--- config.mk ---
export PLATFORM = sky130hd
export DESIGN_NAME = round_robin_job_scheduler_unit
export DESIGN_NICKNAME = d
export VERILOG_FILES = /design/src/rtl/core/rrjs_pkg.sv /design/src/rtl/core/round_robin_job_scheduler_unit.sv /design/src/rtl/core/rrjs_ram.sv
export SDC_FILE = /design/constraint.sdc
export NUM_CORES = 1
export LEC_CHECK = 0
export BUFFER_PORTS_ARGS = -buffer_cell sky130_fd_sc_hd__buf_4
export CAP_MARGIN = 10
export CELL_PAD_IN_SITES_DETAIL_PLACEMENT = 1
export CELL_PAD_IN_SITES_GLOBAL_PLACEMENT = 1
export CORE_MARGIN = 1.5
export CORE_UTILIZATION = 53
export CTS_BUF_LIST = sky130_fd_sc_hd__clkbuf_4
export DETAILED_ROUTE_END_ITERATION = 16
export PLACE_DENSITY = 0.92
export SKIP_CTS_REPAIR_TIMING = 1
export SYNTH_ARGS = -nofsm -noshare
export SYNTH_HDL_FRONTEND = slang
export SYNTH_SLANG_ARGS = --single-unit
--- constraint.sdc ---
create_clock -name aclk -period 3.65 [get_ports aclk]
set_input_delay 0.1825 -clock aclk [delete_from_list [all_inputs] [get_ports aclk]]
set_output_delay 0.1825 -clock aclk [all_outputs]
set_load 0.02 [all_outputs]
--- src/rtl/core/rrjs_pkg.sv ---
package rrjs_pkg;

    // Operation codes carried in s_tuser.
    localparam logic OP_LOAD = 1'b0;
    localparam logic OP_TICK = 1'b1;

    // Field widths fixed by the stream format.
    localparam int SLOT_FIELD_W = 3;
    localparam int NEED_FIELD_W = 8;
    localparam int S_TDATA_W    = 16;
    localparam int M_TDATA_W    = 8;

    // One scheduling result as it is packed into m_tdata.
    typedef struct packed {
        logic                    all_done;
        logic                    slot_finished;
        logic [SLOT_FIELD_W-1:0] served_slot;
        logic                    served_valid;
    } result_t;

endpackage

--- src/rtl/core/round_robin_job_scheduler_unit.sv ---
// A load transaction goes from IDLE straight to EMIT; a tick goes through SEARCH, which walks
// the ring one slot per cycle, then UPDATE, then EMIT. EMIT hands the result to the output register.
// One transaction at a time: a new one is accepted only in IDLE, once EMIT has passed the last
// result on; EMIT waits while the result side stalls. The registered read adds UPDATE to a tick.
// Reset (aresetn low, synchronous): every slot ended, ring pointer zero, output empty.
// The slot memory itself is not cleared; it is only read for slots that were loaded.
module round_robin_job_scheduler_unit #(
    parameter int SLOTS      = 8,
    parameter int COUNT_BITS = 8
) (
    input  logic                           aclk,
    input  logic                           aresetn,
    // Input channel.
    input  logic                           s_tvalid,
    output logic                           s_tready,
    input  logic [rrjs_pkg::S_TDATA_W-1:0] s_tdata,  // [2:0] slot, [10:3] need_time, rest zero
    input  logic [0:0]                     s_tuser,  // [0] operation (0 load, 1 tick)
    // Result channel.
    output logic                           m_tvalid,
    input  logic                           m_tready,
    output logic [rrjs_pkg::M_TDATA_W-1:0] m_tdata   // [0] served_valid, [3:1] served_slot,
                                                     // [4] slot_finished, [5] all_done,
                                                     // [7:6] zero
);

    import rrjs_pkg::*;

    localparam int SLOT_W = $clog2(SLOTS);
    localparam int ENTRY_W = 2 * COUNT_BITS;

    // Sequencer states.
    localparam logic [1:0] ST_IDLE   = 2'd0;
    localparam logic [1:0] ST_SEARCH = 2'd1;
    localparam logic [1:0] ST_UPDATE = 2'd2;
    localparam logic [1:0] ST_EMIT   = 2'd3;

    localparam logic [SLOT_W-1:0] LAST_SLOT = SLOT_W'(SLOTS - 1);

    logic [1:0]        state_reg, state_next;
    logic [SLOTS-1:0]  run_reg, run_next;
    logic [SLOT_W-1:0] ptr_reg, ptr_next;
    logic [SLOT_W-1:0] scan_idx_reg, scan_idx_next;
    logic [SLOT_W-1:0] scan_cnt_reg, scan_cnt_next;

    // Result waiting for the output register.
    logic              res_valid_reg, res_valid_next;
    logic [SLOT_W-1:0] res_slot_reg, res_slot_next;
    logic              res_fin_reg, res_fin_next;

    logic              m_tvalid_reg, m_tvalid_next;
    result_t           m_tdata_reg, m_tdata_next;

    // Input field decode.
    logic                  in_accept;
    logic                  in_op;
    logic [31:0]           slot_wide;
    logic [31:0]           need_wide;
    logic                  slot_in_ring;
    logic [SLOT_W-1:0]     load_idx;
    logic [COUNT_BITS-1:0] need_in;

    // Slot memory: need count in the upper half, served count in the lower half.
    logic                  ram_we;
    logic [SLOT_W-1:0]     ram_waddr;
    logic [ENTRY_W-1:0]    ram_wdata;
    logic                  ram_re;
    logic [ENTRY_W-1:0]    ram_rdata;
    logic [COUNT_BITS-1:0] ent_need;
    logic [COUNT_BITS-1:0] ent_served_inc;
    logic                  ent_finish;

    logic                  out_free;
    logic [31:0]           res_slot_wide;

    assign in_accept    = s_tvalid && s_tready;
    assign in_op        = s_tuser[0];
    assign slot_wide    = 32'(s_tdata[SLOT_FIELD_W-1:0]);
    assign need_wide    = 32'(s_tdata[SLOT_FIELD_W +: NEED_FIELD_W]);
    assign slot_in_ring = slot_wide < 32'(SLOTS);
    assign load_idx     = slot_wide[SLOT_W-1:0];
    // Only the low COUNT_BITS bits of the need are kept.
    assign need_in      = need_wide[COUNT_BITS-1:0];

    assign ent_need       = ram_rdata[ENTRY_W-1:COUNT_BITS];
    assign ent_served_inc = ram_rdata[COUNT_BITS-1:0] + COUNT_BITS'(1);
    assign ent_finish     = ent_served_inc == ent_need;

    // Only one transaction is in flight, so a write-back always lands before the
    // next read of any entry and no forwarding path is needed.
    assign ram_re = (state_reg == ST_SEARCH) && run_reg[scan_idx_reg];

    always_comb begin
        ram_we    = 1'b0;
        ram_waddr = load_idx;
        ram_wdata = {need_in, COUNT_BITS'(0)};
        if (state_reg == ST_IDLE) begin
            ram_we = in_accept && (in_op == OP_LOAD) && slot_in_ring;
        end else if (state_reg == ST_UPDATE) begin
            ram_we    = 1'b1;
            ram_waddr = scan_idx_reg;
            ram_wdata = {ent_need, ent_served_inc};
        end
    end

    rrjs_ram #(
        .WIDTH (ENTRY_W),
        .DEPTH (SLOTS)
    ) u_slot_ram (
        .aclk    (aclk),
        .wr_en   (ram_we),
        .wr_addr (ram_waddr),
        .wr_data (ram_wdata),
        .rd_en   (ram_re),
        .rd_addr (scan_idx_reg),
        .rd_data (ram_rdata)
    );

    assign out_free      = !m_tvalid_reg || m_tready;
    assign res_slot_wide = 32'(res_slot_reg);

    // Sequencer: a load updates its slot in IDLE, then goes to EMIT; a tick walks the ring one slot per cycle
    // from the pointer, reads the first running slot and writes back its served count, or finds none; then EMIT.
    always_comb begin
        state_next     = state_reg;
        run_next       = run_reg;
        ptr_next       = ptr_reg;
        scan_idx_next  = scan_idx_reg;
        scan_cnt_next  = scan_cnt_reg;
        res_valid_next = res_valid_reg;
        res_slot_next  = res_slot_reg;
        res_fin_next   = res_fin_reg;
        case (state_reg)
            ST_IDLE: begin
                if (in_accept) begin
                    res_valid_next = 1'b0;
                    res_slot_next  = '0;
                    res_fin_next   = 1'b0;
                    scan_idx_next  = ptr_reg;
                    scan_cnt_next  = '0;
                    if (in_op == OP_LOAD) begin
                        // A load of a slot outside the ring changes nothing.
                        if (slot_in_ring) begin
                            run_next[load_idx] = |need_in;
                        end
                        state_next = ST_EMIT;
                    end else begin
                        state_next = ST_SEARCH;
                    end
                end
            end
            ST_SEARCH: begin
                if (run_reg[scan_idx_reg]) begin
                    state_next = ST_UPDATE;
                end else if (scan_cnt_reg == LAST_SLOT) begin
                    // Whole ring ended: empty result, pointer unchanged.
                    state_next = ST_EMIT;
                end else begin
                    scan_idx_next = (scan_idx_reg == LAST_SLOT) ? '0
                                                                : scan_idx_reg + SLOT_W'(1);
                    scan_cnt_next = scan_cnt_reg + SLOT_W'(1);
                end
            end
            ST_UPDATE: begin
                res_valid_next = 1'b1;
                res_slot_next  = scan_idx_reg;
                res_fin_next   = ent_finish;
                if (ent_finish) begin
                    run_next[scan_idx_reg] = 1'b0;
                end
                ptr_next   = (scan_idx_reg == LAST_SLOT) ? '0 : scan_idx_reg + SLOT_W'(1);
                state_next = ST_EMIT;
            end
            ST_EMIT: begin
                if (out_free) begin
                    state_next = ST_IDLE;
                end
            end
            default: begin
                state_next = ST_IDLE;
            end
        endcase
    end

    // Output register: takes the pending result once it is free or being drained.
    always_comb begin
        m_tvalid_next = m_tvalid_reg;
        m_tdata_next  = m_tdata_reg;
        if (m_tready) begin
            m_tvalid_next = 1'b0;
        end
        if ((state_reg == ST_EMIT) && out_free) begin
            m_tvalid_next              = 1'b1;
            m_tdata_next.served_valid  = res_valid_reg;
            m_tdata_next.served_slot   = res_slot_wide[SLOT_FIELD_W-1:0];
            m_tdata_next.slot_finished = res_fin_reg;
            // Flags do not change in EMIT, so they already reflect this transaction.
            m_tdata_next.all_done      = ~|run_reg;
        end
    end

    always_ff @(posedge aclk) begin
        if (!aresetn) begin
            state_reg    <= ST_IDLE;
            run_reg      <= '0;
            ptr_reg      <= '0;
            m_tvalid_reg <= 1'b0;
        end else begin
            state_reg    <= state_next;
            run_reg      <= run_next;
            ptr_reg      <= ptr_next;
            m_tvalid_reg <= m_tvalid_next;
        end
    end

    always_ff @(posedge aclk) begin
        scan_idx_reg  <= scan_idx_next;
        scan_cnt_reg  <= scan_cnt_next;
        res_valid_reg <= res_valid_next;
        res_slot_reg  <= res_slot_next;
        res_fin_reg   <= res_fin_next;
        m_tdata_reg   <= m_tdata_next;
    end

    assign s_tready = state_reg == ST_IDLE;
    assign m_tvalid = m_tvalid_reg;
    assign m_tdata  = M_TDATA_W'(m_tdata_reg);

`ifndef SYNTH
    // The slot being written back must be the running slot the search stopped on.
    a_update_running: assert property (@(posedge aclk) disable iff (!aresetn)
        (state_reg == ST_SEARCH) && run_reg[scan_idx_reg] |=>
            (state_reg == ST_UPDATE) && run_reg[scan_idx_reg])
        else $error("write-back of a slot that is not running");

    // An empty result carries no slot and no finish mark.
    a_empty_result: assert property (@(posedge aclk) disable iff (!aresetn)
        m_tvalid && !m_tdata[0] |-> (m_tdata[4:1] == 4'd0))
        else $error("empty result with slot or finish bits set");

    // A served slot that did not finish is still running, so the ring cannot be done.
    a_done_consistent: assert property (@(posedge aclk) disable iff (!aresetn)
        m_tvalid && m_tdata[0] && !m_tdata[4] |-> !m_tdata[5])
        else $error("all_done reported while the served slot still runs");
`endif

endmodule

--- src/rtl/core/rrjs_ram.sv ---
module rrjs_ram #(
    parameter int WIDTH = 16,
    parameter int DEPTH = 8
) (
    input  logic                     aclk,
    input  logic                     wr_en,
    input  logic [$clog2(DEPTH)-1:0] wr_addr,
    input  logic [WIDTH-1:0]         wr_data,
    input  logic                     rd_en,
    input  logic [$clog2(DEPTH)-1:0] rd_addr,
    output logic [WIDTH-1:0]         rd_data
);

    logic [WIDTH-1:0] mem [DEPTH];
    logic [WIDTH-1:0] rd_data_reg;

    always_ff @(posedge aclk) begin
        if (wr_en) begin
            mem[wr_addr] <= wr_data;
        end
        if (rd_en) begin
            rd_data_reg <= mem[rd_addr];
        end
    end

    assign rd_data = rd_data_reg;

endmodule

* Word-level counts from Yosys, hierarchy flattened *
Memories as Yosys holds them, arrays and structs flattened. A register that Yosys moved wholly into a read port is not among the register bits.
Cells that the tools add are included.

word-level totals
  bits in writable memories = 128
  logic and storage cells = 100
  ROM bits = 0
  flip-flop bits (word level) = 31
  memories kept = 1
  output and inout port bits = 10
  input port bits = 21
  bits in latches = 0

memory list
  name            depth  width  rd ports  clocked after memory_dff  write ports  RTL line        source
  u_slot_ram.mem  8      16     1         1                         1            rrjs_ram.sv:14  logic [WIDTH-1:0] mem [DEPTH];

cells by class
  add/sub/neg operators = 3
  muxes and demuxes = 41
  bitwise gates (word level) = 3
  eq/ne operators = 14
  multipliers = 0
  shift-type cells = 0
  order comparisons = 5
  reduce and logical (&&, ||, !) cells = 20
  divide/modulo/power cells = 0

operator list
  cell                 number
  $mux 16              2
  $mux 8               4
  $mux 3               9
  $pmux 3 s2           3
  $pmux 8 s2           1
  $reduce_or 8->1      2
  $lt 3x4->1 const B   3
  $mux 1               10
  $mux 2               5
  $ne 2x2->1 const B   5
  $add 8x1->8 const B  1
  $and 8x8->8          1
  $bwmux 8             1
  $eq 8x8->1           1
  $not 8->8            1
  $pmux 2 s4           1
  $logic_and 1x1->1    7
  $add 3x1->3 const B  2
  $demux 1 s3          2
  $eq 3x3->1 const B   2
  $ge 3x1->1 const B   2
  $reduce_bool 2->1    3
  $reduce_and 5->1     1
  $eq 2x2->1 const B   2
  12 further kinds     15

* Longest topological paths before layout *
Gate-level depths: netlist of run 1.

  word-level depth = 9
  gate-level depth with buffers = 10
  mapped depth without buffers = 8

* Cells and area by module *
A second synthesis of run 1 with hierarchy kept.

unflattened totals
  cell total of the unflattened synthesis = 474
  area, all modules = 7,759.9 µm²

modules (own cells, without submodules)
  module                          cells an instance  seq. area each (µm²)  area each (µm²)  times used
  rrjs_ram                        214                4,324.1               5,454.0          1
  round_robin_job_scheduler_unit  260                790.8                 2,306.0          1

* Worst setup path after synthesis of run 1 *
No wires, ideal clock.

  kind = flip-flop to flip-flop
  start = register state_reg[0]
  end = memory u_slot_ram.mem[6][0] (enable)
  setup time = 0.388 ns
  stages on the path, launching flop included = 8
  data arrival time = 2.280 ns
  buffers on the path = 2
  data required time = 3.262 ns
  period minus slack after synthesis = 2.668 ns
  setup slack = 0.982 ns
  cell sequence = dfxtp_1 > inv_1 > ha_1 > clkbuf_1 > nor2b_1 > clkbuf_1 > a31oi_1 > nor2_1

between the ends
  longest elaborated chain between the ends = 7
  elaborated cells between the ends (all ways) = 11
  classes of those cells = 1 x eq/ne; 6 x mux; 4 x reduce/logical

RTL lines
  element                         RTL line                               source
  start: declaration              round_robin_job_scheduler_unit.sv:39   logic [1:0] state_reg, state_next;
  start signal: assignment        round_robin_job_scheduler_unit.sv:208  state_reg <= state_next;
  $logic_not 2->1 (*)             round_robin_job_scheduler_unit.sv:224  assign s_tready = state_reg == ST_IDLE;
  named net s_tready              round_robin_job_scheduler_unit.sv:15   output logic s_tready,
  $logic_and 1x1->1               round_robin_job_scheduler_unit.sv:75   assign in_accept = s_tvalid && s_tready;
  $logic_and 1x1->1 (2 in a row)  round_robin_job_scheduler_unit.sv:97   ram_we = in_accept && (in_op == OP_LOAD) && slot_in_ring;
  $mux 1                          round_robin_job_scheduler_unit.sv:96   if (state_reg == ST_IDLE) begin
  $mux 1                          rrjs_ram.sv:18                         if (wr_en) begin
  $mux 1 (not written as such)    rrjs_ram.sv:19                         mem[wr_addr] <= wr_data;
  end: declaration                rrjs_ram.sv:14

The timed path passes the listed nets; every way through them passes the cells marked *.

* Worst setup path in the final report of run 1 *
  start = register scan_idx_reg[1]
  end = register state_reg[1]

between the ends
  longest elaborated chain between the ends = 4
  elaborated cells between the ends (all ways) = 6
  classes of those cells = 1 x eq/ne; 4 x mux; 1 x reduce/logical

RTL lines
  element                                         RTL line                               source
  start: declaration                              round_robin_job_scheduler_unit.sv:42   logic [SLOT_W-1:0] scan_idx_reg, scan_idx_next;
  start signal: assignment                        round_robin_job_scheduler_unit.sv:216  scan_idx_reg <= scan_idx_next;
  $bmux 1 s3 (*)                                  round_robin_job_scheduler_unit.sv:152  if (run_reg[scan_idx_reg]) begin
  $mux 1 (not written as such) (*)                round_robin_job_scheduler_unit.sv:152
  $mux 2 or $ne 3x1->1 (tied branches)            n/a
  $pmux 2 s4 or $reduce_and 3->1 (tied branches)  n/a

Every way passes the cells marked *; elsewhere a longest branch is shown, timed or not. The select of a mux whose other input is x is not followed.
A chain may end at the register's enable or synchronous reset.

==> metrics, run 1 <==
fraction of layout cells with a size suffix above 1=0.163; Vias=4,988; Placement Setup Slack=0.850 ns; Tot GR Track Use=0.290; HP Class=input pin to register; warnings from Yosys=0; Post-synth EDFFs=161; Area contributors post-synth=edfxtp_1, a22oi_1, dfxtp_1; placed cell count=724; Final Skew=about 0.026 ns; synthesized cell area=7390 sq um; asr flop ratio synth=0; cells after synthesis=529; PortBufs=23; RR Endpoint=state_reg[1]; Avg Synthesized Cell Area=14.0 sq um; critical path class=register to register; final setup margin=0.807 ns; prevailing post-synth register cell=edfxtp_1; Worst Setup SP=scan_idx_reg[1]; DR vias/cell=6.57; Crit Reg-Reg Startpoint=scan_idx_reg[1]; Sink Count=175; post-synth top area cell=edfxtp_1; max reg flops=128; Synth top cells by count=edfxtp_1, a22oi_1, nand2_1; clock tree from TritonCTS=built; worst-path fanout max=14; Max Clock Freq=352 MHz; largest net degree at the start of global routing=19; Die Wd=121 microns; Initial DRT Pass Iterations=5; max cap viols=0; status=finished clean; number of cell rows=42; cell with the most instances after synthesis=edfxtp_1; Syn-to-layout area delta=10.5%; Setup-failing EPs final=0; 1st-iter DRT viols=520; number of distinct library cells after synthesis=54; Sw Share=0.336; Wirelength per Cell=26.3 microns; Startpoint Class=register; final cell count without fillers=759; total power=roughly 5300 uW; ANT cells=0; initial antenna violation count=0; hold path depth=4; Lkg Pwr=about 0.0028 uW; worst-margin pin slew=between 1 and 1.5 ns; worst endpoint required time=between 4 and 5 ns; Pwr Density=653 nW/um^2; Yosys top cell area share=0.654; VDD IR-drop max=0.334 mV; Fin. Hold Viols=0; H-tree levels=4; Final GP Congestion=0.888; Die Ht=121 microns; first-pass GRT wire length=30.5 mm; slack of the worst reg-to-reg path=approximately 0.81 ns; Min-Delay Endpoint=run_reg[3]; io pins=31; RSZ-0062 raised after global routing=false; placed wire-length estimate=12.5 mm; CTS root buffer=clkbuf_4; fin. max-slew vios=0; Hold Slack=0.0489 ns; setup TNS=0 ns; fin crit share=0.779; DRT antenna net count=0; CTS max path bufs=2; post-synthesis sequential area ratio=0.692; Reg power frac=0.511; min-delay src=s_tdata[1]; Int Pwr=3540 uW; proportion of power drawn by combinational gates=0.276; Final Critical Period=2.84 ns; clock power share=0.212; R2R depth=7; WP data arrival=3.33 ns; FILL cells=1,311; worst-skew pair later-pin latency=0.59 ns; # DRC=0; WL final=19.9 mm; final global-route overflow total=0; Initial Util=0.549; nets@finish=603; slew margin rel.=0.223; clk slew on worst S/H paths=around 0.15 ns; crit path capture type=register; core area=13,500 sq um; Synth Register Bits=175; CTS buffer count=17; Switch Pwr=1790 uW; die area=14,700 sq um; vias in the first global route=5,288
-- power by group through the flow --
stage	clock, uW	combinational, uW	sequential [uW]
global placement	0	1320	2740
floorplan	0	951	2680
CTS	1150	1440	2730
finish	1130	1480	2730
global route	1210	1580	2750
detailed placement	0	1430	2770
-- metrics by stage --
step | area, sq um | utilization
final | 8170 | 0.607
after global routing | 8170 | 0.607
after detailed placement | 7830 | 0.582
after global placement | 7830 | 0.582
after floorplan | 7400 | -
after CTS | 8110 | 0.603
-- layer usage --
metal / track usage / vias to the layer above / wire [microns]
li1: - / 2147 / -
met1: 0.351 / 2532 / 7750
met2: 0.492 / 246 / 9990
met3: 0.0630 / 63 / 1390
met4: 0.149 / 0 / 804
met5: 0 / - / 0
-- worst max-delay path by stage --
stage	endpoint	slack (ns)	cells past startpoint
after floorplan	u_slot_ram.mem[6][0]	0.98	7
after global placement	scan_idx_reg[0]	0.98	5
after detailed placement	scan_cnt_reg[0]	0.85	5
after CTS	scan_idx_reg[1]	0.82	5
after global routing	scan_idx_reg[1]	0.64	5
final	state_reg[1]	0.81	7
-- worst max-delay path: stages, from the launching register on --
cell,delay [ns]
edfxtp_1,0.73
mux4_2,0.59
mux2i_1,0.26
nand2_1,0.12
or2_1,0.28
a21oi_1,0.14
a311oi_1,0.06
dlygate4sd3_1,0.56
-- area by class of cell --
type / instances / area [sq um] / share of cell area
clock inverters: 9 / 136 / 0.0167
flip-flops and latches: 175 / 5110 / 0.626
inverters: 7 / 26.3 / 0.00322
well taps: 176 / 220 / 0.0269
multi-input cells: 323 / 2140 / 0.262
repair buffers: 49 / 383 / 0.0469
clock buffers: 20 / 150 / 0.0184
-- cells in the final DEF (no fill, tap or decap), drive strengths merged, types with 14 or more instances in the layout --
master,instances
o21ai,15
a22oi,65
nor2,45
buf,43
a31oi,16
nand2,48
edfxtp,161
nand4,18
clkbuf,20
dfxtp,14
-- logic make-up after synthesis --
family,synth area share
muxes,0.0161
xor gates and xnor gates,0.0176
DFF,0.692
other,0.000507
adders and majority gates,0.0152
and+or+nand+nor,0.115
buffers and inverters,0.0193
AOI/OAI and AO/OA,0.124
(Power assumes the default switching activity.)
==> run 2: changes to the inputs <==
- ABC_AREA: unset -> 1
- CORE_UTILIZATION: 53 -> 47
- PLACE_DENSITY: 0.92 -> 0.89
- clock period: 3.65 -> 2.3 ns (I/O delays scaled with it)
==> run 2 against run 1 <==
  * The run now ends with hold timing left
  * First-iteration DRC count increased by 6.5%
  * Register-to-register slack got worse by 0.71 ns
  * Combinational power increased by 81%
  * Final area increased by 1.6%
  * Synthesized cell count increased by 13%
  * Power increased by 64%
  * Area after synthesis decreased by 1.7%
  * Die area increased by 11%
  * Hold slack got worse by 0.075 ns
  * Routed wire length increased by 2.0%
  * Critical path type unchanged
  * Largest cell class unchanged
==> metrics, run 2 <==
status=finished, violations left; failing checks=hold timing; max reg flops=128; Sink Count=175; Vias=5,085; post-synthesis sequential area ratio=0.704; placed inst area=7900 sq um; Int Pwr=roughly 5700 uW; fin crit share=0.958; clk slew on worst S/H paths=around 0.14 ns; Tot GR Track Use=0.265; proportion of power drawn by combinational gates=0.305; worst endpoint required time=2.79 ns; cell with the most instances after synthesis=edfxtp_1; Initial DRT Pass Iterations=5; WP data arrival=between 2 and 3 ns; Synth Register Bits=175; Area contributors post-synth=edfxtp_1, nand2_1, dfxtp_1; max layer used=met4; post-synthesis compound-gate area fraction=0.0943; Fin. Hold Viols=1; CP dominant cell by count=nand3_1; most common cell after layout, fill and taps aside=edfxtp_1; total power=8770 uW; Initial Util=0.480; PortBufs=23; critical path class=register to register; Crit-path slowest cell=edfxtp_1; clock power share=0.216; WL met1=between 7 and 8 mm; wire length on met2=10.5 mm; Setup-failing EPs final=0; Max Clock Freq=454 MHz; Avg Synthesized Cell Area=12.2 sq um; largest family of logic cells by synthesized area=simple AND/OR/NAND/NOR gates; CTS buffer count=17; DR vias/cell=5.94; Reg power frac=0.478; post-synthesis mux area share=0; # DRC=0; slowest stage delay, CP=~0.45 ns; nets@finish=684; asr flop ratio synth=0; WL final=20.3 mm; FILL cells=1,552; number of cell rows=45; Final Critical Period=about 2.2 ns; largest net degree at the start of global routing=25; Lkg Pwr=around 0.0031 uW; slack of the worst reg-to-reg path=0.1 ns; slew margin rel.=0.454; XOR/XNOR Fraction of Synth Area=0.00671; Post-synth EDFFs=between 150 and 200; fraction of layout cells with a size suffix above 1=0.160; HP Class=input pin to register; core area=15,100 sq um; Final Skew=0.0256 ns; prevailing post-synth register cell=edfxtp_1; Wirelength per Cell=23.8 microns; fin. max-slew vios=0; final setup margin=0.0965 ns; DRT antenna net count=0; post-synth top area cell=edfxtp_1; vias in the first global route=~5,500; max cap viols=0; CTS root buffer=clkbuf_4; final core utilization=0.548; final global-route overflow total=0; Sw Share=0.350; met3 wire length=1.28 mm; cells after synthesis=598; VDD IR-drop max=0.415 mV; Final GP Congestion=0.833; Syn-to-layout area delta=14.2%; placed wire-length estimate=13.1 mm; Switch Pwr=approximately 3100 uW; io pins=31; Startpoint Class=register; worst-margin pin slew=0.816 ns; Die Wd=~130 microns; most frequent cells in the layout=edfxtp_1, nand2_1, inv_1; Die Ht=between 100 and 150 microns; RSZ-0062 raised after global routing=false; synthesized cell area=7270 sq um; number of distinct library cells after synthesis=35; H-tree levels=4; Simple-Gate Fraction of Synth Area=0.141; design area=8300 sq um; first-pass GRT wire length=roughly 31 mm; Yosys top cell area share=0.665; initial antenna violation count=1; clock tree from TritonCTS=built; crit path capture type=register; die area=16,200 sq um; CTS max path bufs=2; worst-path cell chain=ha_1 -> a21oi_1 -> nand3_1 -> nor2_1 -> nand3_1 -> nor2_2 -> nand3_4 -> nand2_1 -> nand3_1 -> nand2_1 -> nor2_1; Pwr Density=1060 nW/um^2; area share of fa/ha/maj cells after synthesis=0.0155; 1st-iter DRT viols=around 550; worst-path fanout max=9; Placement Setup Slack=-0.0664 ns; warnings from Yosys=0; Synth top cells by count=edfxtp_1, nand2_1, inv_1; Hold Slack=-0.0256 ns; worst-skew pair later-pin latency=roughly 0.59 ns
## run 2: cell types whose count changed after synthesis, sizes merged, moves of 8 or more
cell and change:
a31oi -11, nand2 +95, a221oi +12, o21ai +8, inv +41, a21oi +10
nor2b -11, a22oi -44, a22o +9, nand3 +19
## run 2: per-stage QoR
step	TNS [ns]	std cells
floorplan	-18.22	599
finish	0	856
CTS	-2.51	847
detailed placement	-1.48	815
global route	0	856
global placement	0	815
## run 2: cells by family after synthesis
logic type / count (synthesis)
AO/OA/AOI/OAI: 101
XOR/XNOR: 4
adder cells (fa/ha/maj): 9
buffers and inverters: 68
flip-flops: 175
other: 1
AND/OR/NAND/NOR: 240
## run 2: metal layers
| metal | up-vias | GRT usage |
|---|---|---|
| met5 | - | 0 |
| met4 | 0 | 0.147 |
| met3 | 64 | 0.0570 |
| met2 | 212 | 0.449 |
| met1 | 2541 | 0.315 |
| li1 | 2268 | - |
## run 2: area by class of cell
type / instances / area [sq um] / area share
timing repair buffer: 56 / 543 / 0.0654
antenna: 1 / 2.50 / 0.000301
clock inverter: 14 / 176 / 0.0213
clock buffer: 18 / 135 / 0.0163
tap: 188 / 235 / 0.0283
sequential: 175 / 5110 / 0.616
multi-input combinational: 356 / 1910 / 0.230
inverter: 48 / 184 / 0.0222
## run 2: worst paths after layout
path | start | end | cells after the start
setup / recovery | u_slot_ram.rd_data[0] | run_reg[2] | 11
hold / removal | s_tvalid | state_reg[0] | 6
setup reg to reg | u_slot_ram.rd_data[0] | run_reg[2] | 11
hold reg to reg | res_slot_reg[1] | m_tdata[2] | 0
## run 2: critical path, delay by kind of cell (launching register included)
family                     cells  cell delay [ns]
AOI/OAI and AO/OA              1             0.19
adders and majority gates      1             0.35
DFF                            1             0.45
and+or+nand+nor                9             1.12
## run 2: power groups by stage
stage          registers [uW]  logic, uW  clock network (uW)
2_1_floorplan            4220       1580                   0
3_3_place_gp             4230       2380                   0
3_5_place_dp             4270       2590                   0
4_1_cts                  4190       2610                1920
5_1_grt                  4220       2930                2040
6_report                 4190       2680                1900
==> run 3: changes to the inputs <==
- ABC_AREA: 1 -> 0
- CORE_ASPECT_RATIO: unset -> 1.75
- CORE_UTILIZATION: 47 -> 48
==> run 3 against run 2 <==
  * The flow finishes with violations (setup timing)
  * Setup slack worse by 0.12 ns
  * Final cell count is 5.8% lower
  * Sequential power is 1% higher
  * Count of clock-buffer cells in the layout is 1 lower
==> metrics, run 3 (same netlist as run 1, synthesis figures left out) <==
status=finished, violations left; failing checks=setup timing; final cell count without fillers=806; worst-path fanout max=16; final global-route overflow total=0; Lkg Pwr=around 0.003 uW; Tot GR Track Use=0.262; proportion of power drawn by combinational gates=0.321; WL final=21.7 mm; Reg power frac=0.474; critical path class=register to register; most common cell after layout, fill and taps aside=edfxtp_1; placed wire-length estimate=13.9 mm; VDD IR-drop max=0.786 mV; crit path capture type=register; Max Clock Freq=430 MHz; RSZ-0062 raised after global routing=true; H-tree levels=4; nets@finish=639; Sw Share=0.369; first-pass GRT wire length=between 30 and 40 mm; Syn-to-layout area delta=17.3%; slew margin rel.=0.517; RR Endpoint=u_slot_ram.mem[0][2]; Setup-failing EPs final=24; fin. max-slew vios=0; met2 Resource Use GR=0.479; DR vias/cell=6.47; Initial Util=0.493; Wirelength per Cell=26.9 microns; max reg flops=128; Fin. Hold Viols=0; worst-margin pin slew=0.721 ns; io pins=31; slack of the worst reg-to-reg path=-0.03 ns; FILL cells=1,460; Vias=approximately 5,200; Die Ht=around 170 microns; min-delay src=s_tdata[3]; vias in the first global route=5,577; CTS max path bufs=2; # DRC=0; Die Wd=approximately 97 microns; DRT antenna net count=0; Final Critical Period=roughly 2.3 ns; design area=8670 sq um; clk slew on worst S/H paths=0.17 ns; core area=15,000 sq um; Crit Reg-Reg Startpoint=state_reg[0]; Startpoint Class=register; fraction of layout cells with a size suffix above 1=0.240; placed cell count=758; met1 GRT Util=0.277; final setup margin=-0.0264 ns; clock tree from TritonCTS=built; Hold Slack=approximately 0.026 ns; Final Skew=0.0281 ns; worst-skew pair later-pin latency=0.58 ns; number of cell rows=59; die area=16,200 sq um; WP data arrival=2.61 ns; most frequent cells in the layout=edfxtp_1, buf_4, a22oi_1; HP Class=input pin to register; Initial DRT Pass Iterations=6; grt met3 use=0.0455; worst endpoint required time=2.59 ns; hold path depth=3; placed inst area=~8100 sq um; fin crit share=1.01; Sink Count=approximately 180; CTS buffer count=17; total power=8910 uW; largest net degree at the start of global routing=22; R2R depth=8; Int Pwr=5620 uW; initial antenna violation count=1; Switch Pwr=3290 uW; 1st-iter DRT viols=459; CTS root buffer=clkbuf_4; PortBufs=23; Final GP Congestion=0.949; busiest grt layer=met2; max cap viols=0; Min-Delay Endpoint=u_slot_ram.mem[4][8]; clock power share=0.205; Pwr Density=1030 nW/um^2
## run 3: cell count changes in the layout (fill, tap and decap cells not counted), moves of 12 or more
cell / previous run / this run
nand2_1: 140 / 48
a22oi_1: 21 / 65
inv_1: 47 / 6
buf_4: 43 / 69
nand3_1: 26 / 7
a221oi_1: 12 / 0
## run 3: routing by layer
layer | vias to the layer above | part of all wire
li1 | 2227 | -
met4 | 0 | 0.053
met3 | 81 | 0.057
met5 | - | 0
met2 | 283 | 0.54
met1 | 2620 | 0.35
## run 3: critical path, cell delays in order, from the launching register on
cell	delay [ns]
dfxtp_1	0.39
inv_1	0.10
ha_2	0.25
nand2b_1	0.24
nor2_1	0.20
a31oi_1	0.13
buf_4	0.20
nor2_1	0.30
buf_12	0.24
## run 3: power by group through the flow
stage	sequential, uW	clock (uW)	combinational, uW
2_1_floorplan	4250	0	1520
3_3_place_gp	4270	0	2470
3_5_place_dp	4300	0	2630
4_1_cts	4230	1840	2660
5_1_grt	4250	1940	3050
6_report	4230	1820	2860
## run 3: layout make-up
type                            count  area [sq um]  area share
Multi-Input combinational cell    323          2240       0.258
Tap cell                          183           229      0.0264
Clock buffer                       17           128      0.0147
Sequential cell                   175          5110       0.590
Timing Repair Buffer               85           749      0.0864
Inverter                            7          26.3     0.00303
Antenna cell                        1          2.50    0.000289
Clock inverter                     15           186      0.0215
## run 3: how the worst max path moves through the flow
stage,from,end,slack [ns],cells past startpoint
6_report,state_reg[0],u_slot_ram.mem[0][2],-0.03,8
4_1_cts,state_reg[0],u_slot_ram.mem[5][9],-0.36,5
2_1_floorplan,state_reg[0],u_slot_ram.mem[0][0],-0.18,6
3_5_place_dp,state_reg[0],u_slot_ram.mem[5][15],-0.23,5
3_3_place_gp,state_reg[0],run_reg[7],-0.04,8
5_1_grt,state_reg[0],u_slot_ram.mem[0][11],-0.09,8
## run 3: per-stage QoR
| stage | util | setup slack (ns) | TNS, ns |
|---|---|---|---|
| final | 0.579 | -0.0264 | -0.331 |
| after floorplan | - | -0.183 | -10.41 |
| after global placement | 0.540 | -0.0361 | -0.256 |
| after global routing | 0.579 | -0.0879 | -2.66 |
| after CTS | 0.561 | -0.359 | -17.48 |
| after detailed placement | 0.540 | -0.234 | -10.57 |
